File: src/sv/lofc_pkg.sv
// Types, register indexes and helpers for the light off-delay fade controller.
`default_nettype none
package lofc_pkg;

  localparam int CFG_IDX_W  = 3;
  localparam int CFG_DATA_W = 8;

  localparam logic [CFG_IDX_W-1:0] REG_DELAY_MINUTES       = 3'd0;
  localparam logic [CFG_IDX_W-1:0] REG_DELAY_SECONDS       = 3'd1;
  localparam logic [CFG_IDX_W-1:0] REG_TICKS_PER_SECOND    = 3'd2;
  localparam logic [CFG_IDX_W-1:0] REG_FADE_INTERVAL_TICKS = 3'd3;
  localparam logic [CFG_IDX_W-1:0] REG_FADE_STEP           = 3'd4;
  localparam logic [CFG_IDX_W-1:0] REG_MAX_INTENSITY       = 3'd5;
  localparam logic [CFG_IDX_W-1:0] REG_MIN_INTENSITY       = 3'd6;

  localparam logic [7:0] DEF_DELAY_MINUTES       = 8'd15;
  localparam logic [5:0] DEF_DELAY_SECONDS       = 6'd0;
  localparam logic [7:0] DEF_TICKS_PER_SECOND    = 8'd250;
  localparam logic [7:0] DEF_FADE_INTERVAL_TICKS = 8'd5;
  localparam logic [7:0] DEF_FADE_STEP           = 8'd4;
  localparam logic [7:0] DEF_MAX_INTENSITY       = 8'd200;
  localparam logic [7:0] DEF_MIN_INTENSITY       = 8'd0;

  localparam int QUEUE_DEPTH = 2;

  typedef struct packed {
    logic [7:0] delay_minutes;
    logic [5:0] delay_seconds;
    logic [7:0] ticks_per_second;
    logic [7:0] fade_interval_ticks;
    logic [7:0] fade_step;
    logic [7:0] max_intensity;
    logic [7:0] min_intensity;
  } lofc_cfg_t;

  // classified pass handed from front to back
  typedef struct packed {
    logic tick;
    logic busy;
    logic door_closed;
  } lofc_item_t;

  typedef struct packed {
    logic       relay_on;
    logic [7:0] intensity;
    logic       door_closed;
  } lofc_result_t;

  // when min > max, values up to min give min and values above it give max
  function automatic logic [7:0] clamp_level(input logic [8:0] v,
                                             input logic [7:0] lo,
                                             input logic [7:0] hi);
    logic [7:0] r;
    if (v <= {1'b0, lo}) begin
      r = lo;
    end else if (v >= {1'b0, hi}) begin
      r = hi;
    end else begin
      r = v[7:0];
    end
    return r;
  endfunction

endpackage
`default_nettype wire

File: src/sv/light_off_delay_fade_controller_top.sv
// Top level of the garage light off-delay controller with LED fade.
//
// Input channel (in_valid/in_ready): one word per polling pass carrying
// motion, door_raw (1 = closed) and tick (one timer tick since last pass).
// Output channel (out_valid/out_ready): exactly one word per input word,
// in order: relay_on, intensity (LED duty) and debounced door_closed.
// Config port: cfg_we writes cfg_data into register cfg_index at the edge.
// The user must write only while no word is in flight; the block does not
// enforce it. Unknown indexes are ignored. An accepted word goes through the
// queue and the output register; one word per clock while words are taken.
// The front part debounces and classifies words into a 2-entry queue; the
// back part pops one word a cycle into the output register whenever that
// register is empty or being taken.
// Receiver stall: the output word holds; the queue fills behind it and
// in_ready drops once both queue entries are occupied.
// Reset (rst, synchronous): config returns to defaults, counters and
// level clear, relay off, previous door sample reads closed, channels empty.
`default_nettype none
module light_off_delay_fade_controller_top #(
  parameter int SECONDS_PER_MINUTE = 60
) (
  input  logic                           clk,
  input  logic                           rst,
  input  logic                           in_valid,
  output logic                           in_ready,
  input  logic                           motion,
  input  logic                           door_raw,
  input  logic                           tick,
  output logic                           out_valid,
  input  logic                           out_ready,
  output logic                           relay_on,
  output logic [7:0]                     intensity,
  output logic                           door_closed,
  input  logic                           cfg_we,
  input  logic [lofc_pkg::CFG_IDX_W-1:0]  cfg_index,
  input  logic [lofc_pkg::CFG_DATA_W-1:0] cfg_data
);
  import lofc_pkg::*;

  lofc_cfg_t    cfg;
  lofc_item_t   front_item;
  lofc_item_t   back_item;
  lofc_result_t result;
  logic         push;
  logic         pop;
  logic         q_space;
  logic         q_valid;

  // configuration registers
  always_ff @(posedge clk) begin
    if (rst) begin
      cfg.delay_minutes       <= DEF_DELAY_MINUTES;
      cfg.delay_seconds       <= DEF_DELAY_SECONDS;
      cfg.ticks_per_second    <= DEF_TICKS_PER_SECOND;
      cfg.fade_interval_ticks <= DEF_FADE_INTERVAL_TICKS;
      cfg.fade_step           <= DEF_FADE_STEP;
      cfg.max_intensity       <= DEF_MAX_INTENSITY;
      cfg.min_intensity       <= DEF_MIN_INTENSITY;
    end else if (cfg_we) begin
      case (cfg_index)
        REG_DELAY_MINUTES:       cfg.delay_minutes       <= cfg_data;
        REG_DELAY_SECONDS:       cfg.delay_seconds       <= cfg_data[5:0];
        REG_TICKS_PER_SECOND:    cfg.ticks_per_second    <= cfg_data;
        REG_FADE_INTERVAL_TICKS: cfg.fade_interval_ticks <= cfg_data;
        REG_FADE_STEP:           cfg.fade_step           <= cfg_data;
        REG_MAX_INTENSITY:       cfg.max_intensity       <= cfg_data;
        REG_MIN_INTENSITY:       cfg.min_intensity       <= cfg_data;
        default:                 cfg                     <= cfg;
      endcase
    end
  end

  lofc_front u_front (
    .clk      (clk),
    .rst      (rst),
    .in_valid (in_valid),
    .in_ready (in_ready),
    .motion   (motion),
    .door_raw (door_raw),
    .tick     (tick),
    .q_space  (q_space),
    .push     (push),
    .item     (front_item)
  );

  lofc_queue u_queue (
    .clk       (clk),
    .rst       (rst),
    .push      (push),
    .push_item (front_item),
    .has_space (q_space),
    .pop       (pop),
    .not_empty (q_valid),
    .pop_item  (back_item)
  );

  lofc_back #(
    .SECONDS_PER_MINUTE (SECONDS_PER_MINUTE)
  ) u_back (
    .clk        (clk),
    .rst        (rst),
    .cfg        (cfg),
    .item_valid (q_valid),
    .item       (back_item),
    .item_pop   (pop),
    .out_valid  (out_valid),
    .out_ready  (out_ready),
    .result     (result)
  );

  assign relay_on    = result.relay_on;
  assign intensity   = result.intensity;
  assign door_closed = result.door_closed;

endmodule
`default_nettype wire

File: src/sv/lofc_queue.sv
// Two-entry queue between the front and back parts.
`default_nettype none
module lofc_queue (
  input  logic               clk,
  input  logic               rst,
  input  logic               push,
  input  lofc_pkg::lofc_item_t push_item,
  output logic               has_space,
  input  logic               pop,
  output logic               not_empty,
  output lofc_pkg::lofc_item_t pop_item
);
  import lofc_pkg::*;

  localparam int PTR_W = (QUEUE_DEPTH > 1) ? $clog2(QUEUE_DEPTH) : 1;
  localparam int CNT_W = $clog2(QUEUE_DEPTH + 1);

  lofc_item_t         entries [QUEUE_DEPTH];
  logic [PTR_W-1:0]   wr_ptr;
  logic [PTR_W-1:0]   rd_ptr;
  logic [CNT_W-1:0]   count;

  assign has_space = (count != CNT_W'(QUEUE_DEPTH));
  assign not_empty = (count != '0);
  assign pop_item  = entries[rd_ptr];

  always_ff @(posedge clk) begin
    if (push) begin
      entries[wr_ptr] <= push_item;
    end
  end

  always_ff @(posedge clk) begin
    if (rst) begin
      wr_ptr <= '0;
      rd_ptr <= '0;
      count  <= '0;
    end else begin
      if (push) begin
        wr_ptr <= (wr_ptr == PTR_W'(QUEUE_DEPTH - 1)) ? '0 : wr_ptr + PTR_W'(1);
      end
      if (pop) begin
        rd_ptr <= (rd_ptr == PTR_W'(QUEUE_DEPTH - 1)) ? '0 : rd_ptr + PTR_W'(1);
      end
      case ({push, pop})
        2'b10:   count <= count + CNT_W'(1);
        2'b01:   count <= count - CNT_W'(1);
        default: count <= count;
      endcase
    end
  end

endmodule
`default_nettype wire

File: src/sv/lofc_front.sv
// Front part: takes input words, debounces the door and classifies the pass.
`default_nettype none
module lofc_front (
  input  logic               clk,
  input  logic               rst,
  input  logic               in_valid,
  output logic               in_ready,
  input  logic               motion,
  input  logic               door_raw,
  input  logic               tick,
  input  logic               q_space,
  output logic               push,
  output lofc_pkg::lofc_item_t item
);
  import lofc_pkg::*;

  logic prev_door;
  logic closed;

  assign in_ready = q_space;
  assign push     = in_valid && q_space;

  // closed only on two high samples in a row
  assign closed           = door_raw & prev_door;
  assign item.door_closed = closed;
  assign item.busy        = motion | ~closed;
  assign item.tick        = tick;

  always_ff @(posedge clk) begin
    if (rst) begin
      prev_door <= 1'b1;
    end else if (push) begin
      prev_door <= door_raw;
    end
  end

endmodule
`default_nettype wire

File: src/sv/lofc_back.sv
// Back part: prescaler, expiry, fade ramp, relay and the output register.
`default_nettype none
module lofc_back #(
  parameter int SECONDS_PER_MINUTE = 60
) (
  input  logic                 clk,
  input  logic                 rst,
  input  lofc_pkg::lofc_cfg_t  cfg,
  input  logic                 item_valid,
  input  lofc_pkg::lofc_item_t item,
  output logic                 item_pop,
  output logic                 out_valid,
  input  logic                 out_ready,
  output lofc_pkg::lofc_result_t result
);
  import lofc_pkg::*;

  localparam int SEC_W = $clog2(SECONDS_PER_MINUTE + 1);
  localparam logic [SEC_W-1:0] SEC_WRAP = SEC_W'(SECONDS_PER_MINUTE);

  logic [7:0]       tick_count,   tick_count_next;
  logic [SEC_W-1:0] second_count, second_count_next;
  logic [7:0]       minute_count, minute_count_next;
  logic             expired,      expired_next;
  logic [7:0]       fade_count,   fade_count_next;
  logic [7:0]       level,        level_next;
  logic             relay_state,  relay_state_next;

  logic             fade_now;
  logic [7:0]       tc_inc;
  logic [7:0]       fc_inc;
  logic [SEC_W-1:0] sec_inc;

  assign item_pop = item_valid && (!out_valid || out_ready);

  always_comb begin
    tick_count_next   = tick_count;
    second_count_next = second_count;
    minute_count_next = minute_count;
    expired_next      = expired;
    fade_count_next   = fade_count;
    level_next        = level;
    relay_state_next  = relay_state;
    fade_now          = 1'b0;
    tc_inc            = tick_count + 8'd1;
    fc_inc            = fade_count + 8'd1;
    sec_inc           = '0;

    if (item.tick) begin
      tick_count_next = tc_inc;
      // expiry check comes before the prescaler advance
      if ((6'(second_count) >= cfg.delay_seconds) &&
          (minute_count >= cfg.delay_minutes)) begin
        second_count_next = SEC_W'(6'(second_count) - cfg.delay_seconds);
        minute_count_next = minute_count - cfg.delay_minutes;
        expired_next      = 1'b1;
      end
      if (tc_inc >= cfg.ticks_per_second) begin
        tick_count_next = tc_inc - cfg.ticks_per_second;
        sec_inc         = second_count_next + SEC_W'(1);
        if (sec_inc >= SEC_WRAP) begin
          second_count_next = sec_inc - SEC_WRAP;
          if (minute_count_next != 8'hFF) begin
            minute_count_next = minute_count_next + 8'd1;
          end
        end else begin
          second_count_next = sec_inc;
        end
      end
      fade_count_next = fc_inc;
      if (fc_inc >= cfg.fade_interval_ticks) begin
        fade_count_next = fc_inc - cfg.fade_interval_ticks;
        fade_now        = 1'b1;
      end
    end

    if (fade_now) begin
      if (item.busy) begin
        if (level < cfg.max_intensity) begin
          level_next = clamp_level({1'b0, level} + {1'b0, cfg.fade_step},
                                   cfg.min_intensity, cfg.max_intensity);
        end
      end else if (level > cfg.min_intensity) begin
        if (cfg.fade_step > level) begin
          level_next = cfg.min_intensity;
        end else begin
          level_next = clamp_level({1'b0, level - cfg.fade_step},
                                   cfg.min_intensity, cfg.max_intensity);
        end
      end
    end

    if (item.busy) begin
      relay_state_next  = 1'b1;
      second_count_next = '0;
      minute_count_next = '0;
    end else if (expired_next) begin
      relay_state_next = 1'b0;
      expired_next     = 1'b0;
    end
  end

  always_ff @(posedge clk) begin
    if (rst) begin
      tick_count   <= '0;
      second_count <= '0;
      minute_count <= '0;
      expired      <= 1'b0;
      fade_count   <= '0;
      level        <= '0;
      relay_state  <= 1'b0;
      out_valid    <= 1'b0;
    end else begin
      if (item_pop) begin
        tick_count   <= tick_count_next;
        second_count <= second_count_next;
        minute_count <= minute_count_next;
        expired      <= expired_next;
        fade_count   <= fade_count_next;
        level        <= level_next;
        relay_state  <= relay_state_next;
        out_valid    <= 1'b1;
      end else if (out_ready) begin
        out_valid <= 1'b0;
      end
    end
  end

  always_ff @(posedge clk) begin
    if (item_pop) begin
      result.relay_on    <= relay_state_next;
      result.intensity   <= level_next;
      result.door_closed <= item.door_closed;
    end
  end

endmodule
`default_nettype wire

File: config.mk
export PLATFORM = sky130hd
export DESIGN_NAME = light_off_delay_fade_controller_top
export DESIGN_NICKNAME = d
export VERILOG_FILES = /design/src/sv/lofc_pkg.sv /design/src/sv/light_off_delay_fade_controller_top.sv /design/src/sv/lofc_queue.sv /design/src/sv/lofc_front.sv /design/src/sv/lofc_back.sv
export SDC_FILE = /design/constraint.sdc
export NUM_CORES = 1
export LEC_CHECK = 0
export CAP_MARGIN = 10
export CORE_UTILIZATION = 25
export DETAILED_ROUTE_END_ITERATION = 10
export DONT_BUFFER_PORTS = 1
export SYNTH_ARGS = -nofsm -noshare
export SYNTH_HDL_FRONTEND = slang
export SYNTH_SLANG_ARGS = --single-unit
File: constraint.sdc
create_clock -name clk -period 5.6 [get_ports clk]
set_input_delay 1.12 -clock clk [delete_from_list [all_inputs] [get_ports clk]]
set_output_delay 1.12 -clock clk [all_outputs]
set_load 0.1 [all_outputs]
* After elaboration in Yosys (flattened, before gate mapping)
Memories as Yosys holds them, arrays and structs flattened. A register that Yosys moved wholly into a read port is not among the register bits.
Cells that the tools add are included.
** Word-level totals
- Register bits after elaboration :: 110
- Memory bits (writable) :: 6
- Input bits :: 19
- Output and inout port bits :: 12
- Logic and storage cells :: 122
- Memories :: 1
** Memories
- u_queue.entries :: depth 2, width 3, rd ports 1, clocked after Yosys merged registers in 1, write ports 1, line lofc_queue.sv:18 : lofc_item_t entries [QUEUE_DEPTH];
** Operators by class
- Add/sub/neg operators :: 15
- Magnitude comparators :: 12
- Eq/ne operators :: 10
- Muxes and demuxes :: 40
- Bitwise logic cells :: 3
- Reduce and logical (&&, ||, !) cells :: 19
** Operators by type and width (count)
- 8-bit 2-to-1 mux :: 18
- 6-bit 2-to-1 mux :: 6
- 8-bit greater-or-equal comparator :: 4
- 8-bit subtractor :: 4
- 8-bit by 1-bit adder with 8-bit output, second input constant :: 3
- 2-bit AND reduction :: 9
- 8-bit > comparator :: 2
- 1-bit 2-to-1 mux :: 15
- 8-bit by 8-bit adder with 9-bit output :: 1
- 3-bit == test, second input constant :: 3
- 9-bit by 8-bit greater-or-equal comparator with 1-bit output :: 1
- 9-bit by 8-bit <= comparator with 1-bit output :: 1
- 8-bit <= comparator :: 1
- 8-bit less-than comparator :: 1
- 8-bit != test, second input constant :: 1
- 2-bit nonzero test :: 4
- 6-bit by 1-bit adder with 6-bit output, second input constant :: 1
- 3-bit by 2-bit == test with 1-bit output, second input constant :: 2
- 6-bit greater-or-equal comparator :: 1
- 6-bit greater-or-equal comparator, second input constant :: 1
- 6-bit subtractor :: 1
- 6-bit subtractor, second input constant :: 1
- 2-bit case mux with 2 select lines :: 1
- 3-bit by 1-bit == test with 1-bit output, second input constant :: 1
- other kinds (13) :: 16

* Depth between registers and ports, before layout
- Depth in word-level cells :: 10
- Mapped depth :: 22
- Gate-level depth less buffers :: 19

* By module
From an unflattened synthesis, not the netlist that was laid out.
** Second synthesis, totals
- Cells, all modules :: 1072
- Area, all modules :: 9148.8 um^2
** Modules (own cells, without submodules)
- lofc_back :: times used 1, cells an instance 832, area each 6508.7 um^2, sequential area each 1121.1 um^2
- light_off_delay_fade_controller_top :: times used 1, cells an instance 199, area each 2140.8 um^2, sequential area each 1081.0 um^2
- lofc_queue :: times used 1, cells an instance 31, area each 419.2 um^2, sequential area each 280.3 um^2
- lofc_front :: times used 1, cells an instance 10, area each 80.1 um^2, sequential area each 20.0 um^2

* Least setup slack after synthesis
No wires, ideal clock.
- Path type :: flip-flop to flip-flop
- Start :: register u_back.second_count[0]
- End :: register u_back.minute_count[7]
- Setup time :: 0.117 ns
- Data arrival time :: 4.101 ns
- Required time :: 5.483 ns
- Slack :: 1.382 ns
- Stages on the path, launching flop included :: 22
- Buffers on the path :: 3
- Period minus slack after synthesis :: 4.218 ns
- Path through :: dfxtp_1 > inv_1 > ha_1 > inv_1 > fa_1 > a21o_1 > a211oi_1 > o21ba_1 > or2_4 > buf_6 > buf_2 > nand2_1 > o21ai_1 > ha_1 > clkbuf_1 > a31oi_1 > o221ai_1 > o311ai_4 > nor2_8 > nand4_1 > or3_1 > a22o_1
** Between the ends
- Word-level cells in the longest chain between the ends :: 10
- Elaborated cells on any way between the ends :: 16
- Classes of those cells :: add/sub (3); order compare (2); eq/ne (1); mux (9); reduce/logical (1)
** Ends and longest elaborated chain
- start, declared :: line lofc_back.sv:22 : logic [SEC_W-1:0] second_count, second_count_next;
- start signal, assigned :: line lofc_back.sv:116 : second_count <= second_count_next;
- 6-bit greater-or-equal comparator :: line lofc_back.sv:52 : if ((6'(second_count) >= cfg.delay_seconds) &&
- 1-bit logical AND :: line lofc_back.sv:52
- 6-bit 2-to-1 mux or 8-bit 2-to-1 mux (tied branches) :: line lofc_back.sv:52
- 6-bit 2-to-1 mux or 8-bit 2-to-1 mux (tied branches) :: line lofc_back.sv:49 : if (item.tick) begin
- 6-bit by 1-bit adder with 6-bit output, or another cell as far along :: line lofc_back.sv:60 : sec_inc = second_count_next + SEC_W'(1);
- 6-bit greater-or-equal comparator or 8-bit 2-to-1 mux (tied branches) :: line lofc_back.sv:61, lofc_back.sv:63
- 8-bit 2-to-1 mux :: line lofc_back.sv:61 : if (sec_inc >= SEC_WRAP) begin
- 8-bit 2-to-1 mux (*) :: line lofc_back.sv:58 : if (tc_inc >= cfg.ticks_per_second) begin
- 8-bit 2-to-1 mux (*) :: line lofc_back.sv:49
- 8-bit 2-to-1 mux (*) :: line lofc_back.sv:93 : if (item.busy) begin
- end signal, assigned :: line lofc_back.sv:117 : minute_count <= minute_count_next;
- end, declared :: line lofc_back.sv:23 : logic [7:0] minute_count, minute_count_next;
Mark *: on every way between the ends. The rest lies on a longest branch, timed or not. The select of a mux whose other input is x is not followed.
A chain may end at the register's enable or synchronous reset.

* Worst setup path after layout
- Start :: register u_back.minute_count[0]
- End :: register u_back.minute_count[7]
** Between the ends
- Word-level cells in the longest chain between the ends :: 10
- Elaborated cells on any way between the ends :: 16
- Classes of those cells :: add/sub (3); order compare (2); eq/ne (1); mux (9); reduce/logical (1)
** Ends and longest elaborated chain
- 8-bit greater-or-equal comparator :: line lofc_back.sv:53 : (minute_count >= cfg.delay_minutes)) begin
- 1-bit logical AND :: line lofc_back.sv:52
- 6-bit 2-to-1 mux or 8-bit 2-to-1 mux (tied branches) :: line lofc_back.sv:52
- 6-bit 2-to-1 mux or 8-bit 2-to-1 mux (tied branches) :: line lofc_back.sv:49
- 6-bit by 1-bit adder with 6-bit output, or another cell as far along :: line lofc_back.sv:60
- 6-bit greater-or-equal comparator or 8-bit 2-to-1 mux (tied branches) :: line lofc_back.sv:61, lofc_back.sv:63
- 8-bit 2-to-1 mux :: line lofc_back.sv:61
- 8-bit 2-to-1 mux (*) :: line lofc_back.sv:58
- 8-bit 2-to-1 mux (*) :: line lofc_back.sv:49
- 8-bit 2-to-1 mux (*) :: line lofc_back.sv:93
Marks and branches as above.

==> results.cfg <==
[setup_path]
cp.depth = 18
crit_type = reg2reg
cp.buffers_inverters = 2
reg2reg_depth = 18
critPathMaxStageDelay_ps = 450
worstReg2RegEnd = u_back.minute_count[7]
critPathTopFamily = simple AND/OR/NAND/NOR gates
r2r_start = u_back.minute_count[0]
slowest_stage = fa_1
startpoint_type = register
critPathRequiredTime_ps = 5920
rrSetupSlack_ps = 1150
cp.arrival_ps = 4770
end_kind = register
path_cells = inv_1, ha_1, inv_1, fa_1, nand3_1, nand3_2, a221oi_4, or2_4, o21ai_1, ha_1, nor3_1, a31oi_1, o221ai_1, o311ai_4, nor2_8, nand4_1, or3_1, a22o_1
crit_path_max_fanout = 30
worstSetupStartpoint = u_back.minute_count[0]
critPathCapture = u_back.minute_count[7]

[synthesis]
synth_edf_count = 16
synth_area_per_cell_um2 = 8.19
async_reset_ff_frac = 0
yosys_warnings = 0
synthCells = 1105
synth_area_mm2 = 0.00905
yosysUniqueCellTypes = 84
ys_seq_area_frac = 0.276
ys_seq_elements = 117
synth-main-ff-cell = dfxtp_1
syn_nets = 1229

[final_layout]
antenna_cells = 0
finalInstanceArea_mm2 = 0.0101
layout-drive-gt1-share = 0.0606
fin_nets = 1216
syn2layout_area_growth_pct = 11.3

[floorplanning]
die_height_um = 192
dieArea_mm2 = 0.0370
io_pins = 31
die_w_um = 192
core.rowCount = 69
design.core.area_mm2 = 0.0356
start_util = 0.255

[placed_design]
io_buffers = 0
dp_hpwl_um = 18000
place_area_mm2 = 0.00951
dpl_worst_slack_ps = 1200
place.gp.congestion = 0.854

[timing]
period_share = 0.794
clock_skew_ps = 23.1
rsz0062_at_grt = no
hold_viol_final = 0
fmax_mhz = 225
tns_ps = 0
setup_viol = 0
fin_crit_ps = 4450
holdWs_ps = 456
tightestPinTransition_ps = 1090
relSlewSlack = 0.272
final.setup.worst_slack_ps = 1150
finalMaxSlewViolations = 0

[clock_network]
post_cts_buffers = 0
cts-root-buf = clkbuf_16
clkSlewWorstSetupHoldPaths_ps = 60
cts-buffers-inserted = 17
cts_max_path_buffers = 2
cts_sinks = 117
clock_latency_ps = 440
cts.repair.resized = 0
cts-htree-levels = 4
tritoncts = yes
cts_hold_buf = 0

[global_routing]
grt_max_degree = 93
antenna_found_initial = 0
grt_pass1_wl_um = 39200
grt_pass1_vias = 7460
grt_use_total = 0.135
overflow = 0

[power]
power_per_cell_area_mw_per_mm2 = 486
ir_drop_mv = 0.181
design_power_total_uw = 4890
p_leak_uw = 0.00398

[job]
max_cap_viol_count = 0

[route]
drcViolationCount = 0
antenna_left = 0
drt_pre_antenna_iters = 5
drtIter0Drc = 547
viasPerCell = 4.94
wl_um = 24200
wl_per_cell_um = 15.5
vias = 7731

[run_status]
outcome = finished, final reports clean

[min_path]
hp-class = reg2reg
stage by stage:
stage	std cells	utilization
2_1_floorplan	1105	-
3_3_place_gp	1534	0.267
3_5_place_dp	1534	0.267
4_1_cts	1566	0.283
5_1_grt	1566	0.283
6_report	1566	0.283
cell usage in the layout (no fill, tap or decap), drive strengths merged, types with 29 or more instances in the layout:
cell,synthesis,layout
a21oi,91,91
dfxtp,101,101
ha,99,99
inv,83,90
mux2i,35,35
nand2,118,118
nand3,29,29
nor2,107,107
o21ai,59,59
xnor2,34,34
worst register-to-register path, delay by kind of cell (launching register included):
family,cells,cell delay (ps)
compound gates,6,1290
flops,1,330
buf+inv,2,120
fa+ha+maj,3,950
simple gates,7,1640
worst min-delay path by stage:
| stage | startpoint | endpoint | slack [ps] | cells after the start |
|---|---|---|---|---|
| CTS | cfg[28] | cfg[28] | 450 | 2 |
| detailed placement | cfg[28] | cfg[28] | 450 | 2 |
| floorplan | u_front.prev_door | u_front.prev_door | 430 | 1 |
| global route | cfg[25] | cfg[25] | 480 | 2 |
| global placement | u_front.prev_door | u_front.prev_door | 430 | 1 |
| finish | cfg[28] | cfg[28] | 460 | 2 |
power breakdown:
part | switching (uW) | total (uW) | leakage (uW) | internal, uW
sequential | 422 | 1440 | 0.000972 | 1020
clock | 449 | 1070 | 0.000272 | 618
combinational | 1450 | 2390 | 0.00274 | 942
layer usage:
layer,vias up,global-route usage,share of wire
li1,3927,-,-
met1,3583,0.171,0.46
met2,181,0.226,0.48
met3,40,0.0284,0.044
met4,0,0.0494,0.024
met5,-,0,0
cell families after synthesis:
logic type | Yosys count | share of synthesized area
flip-flops | 117 | 0.276
AO/OA/AOI/OAI | 287 | 0.217
buffers and inverters | 122 | 0.0531
XOR/XNOR | 54 | 0.0522
AND/OR/NAND/NOR | 378 | 0.204
adder cells (fa/ha/maj) | 105 | 0.150
multiplexers | 42 | 0.0474
synthesized netlist by cell type (7+ instances only):
| cell type | n | area share |
|---|---|---|
| a211oi_1 | 18 | 0.015 |
| ha_1 | 99 | 0.14 |
| nor2b_1 | 20 | 0.014 |
| inv_1 | 81 | 0.034 |
| nand3_1 | 27 | 0.015 |
| a21oi_1 | 89 | 0.049 |
| edfxtp_1 | 16 | 0.053 |
| nand2b_1 | 17 | 0.012 |
| nand4_1 | 9 | 0.0062 |
| or3_1 | 8 | 0.0055 |
| nor3_1 | 19 | 0.011 |
| dfxtp_1 | 101 | 0.22 |
| a221oi_1 | 12 | 0.012 |
| nor2_1 | 106 | 0.044 |
| o21ai_0 | 42 | 0.023 |
| and3_1 | 12 | 0.0083 |
| o21ai_1 | 17 | 0.0094 |
| mux2i_1 | 35 | 0.039 |
| xor2_1 | 20 | 0.019 |
| a211o_1 | 17 | 0.016 |
| xnor2_1 | 34 | 0.033 |
| a21o_1 | 14 | 0.012 |
| o21a_1 | 8 | 0.0066 |
| clkbuf_1 | 28 | 0.012 |
| mux2_2 | 7 | 0.0087 |
| nand2_1 | 118 | 0.049 |
flip-flops by register name (all words and copies together) (netlist names), 2 cells and up, named ones only:
signal               cells
u_back.second_count      6
u_queue.entries          6
u_back.result           10
u_back.tick_count        8
u_back.fade_count        8
cfg                     54
u_back.minute_count      8
u_back.level             8
u_queue.count            2
layout make-up:
cell class	instances	area [um2]
inverters	83	312
clock inverters	15	141
clock buffers	17	425
repair buffers	7	52.6
fillers	3824	25500
multi-input cells	866	6070
well taps	461	577
flip-flops and latches	117	2500
No activity file was read; power rests on OpenSTA's default activity.
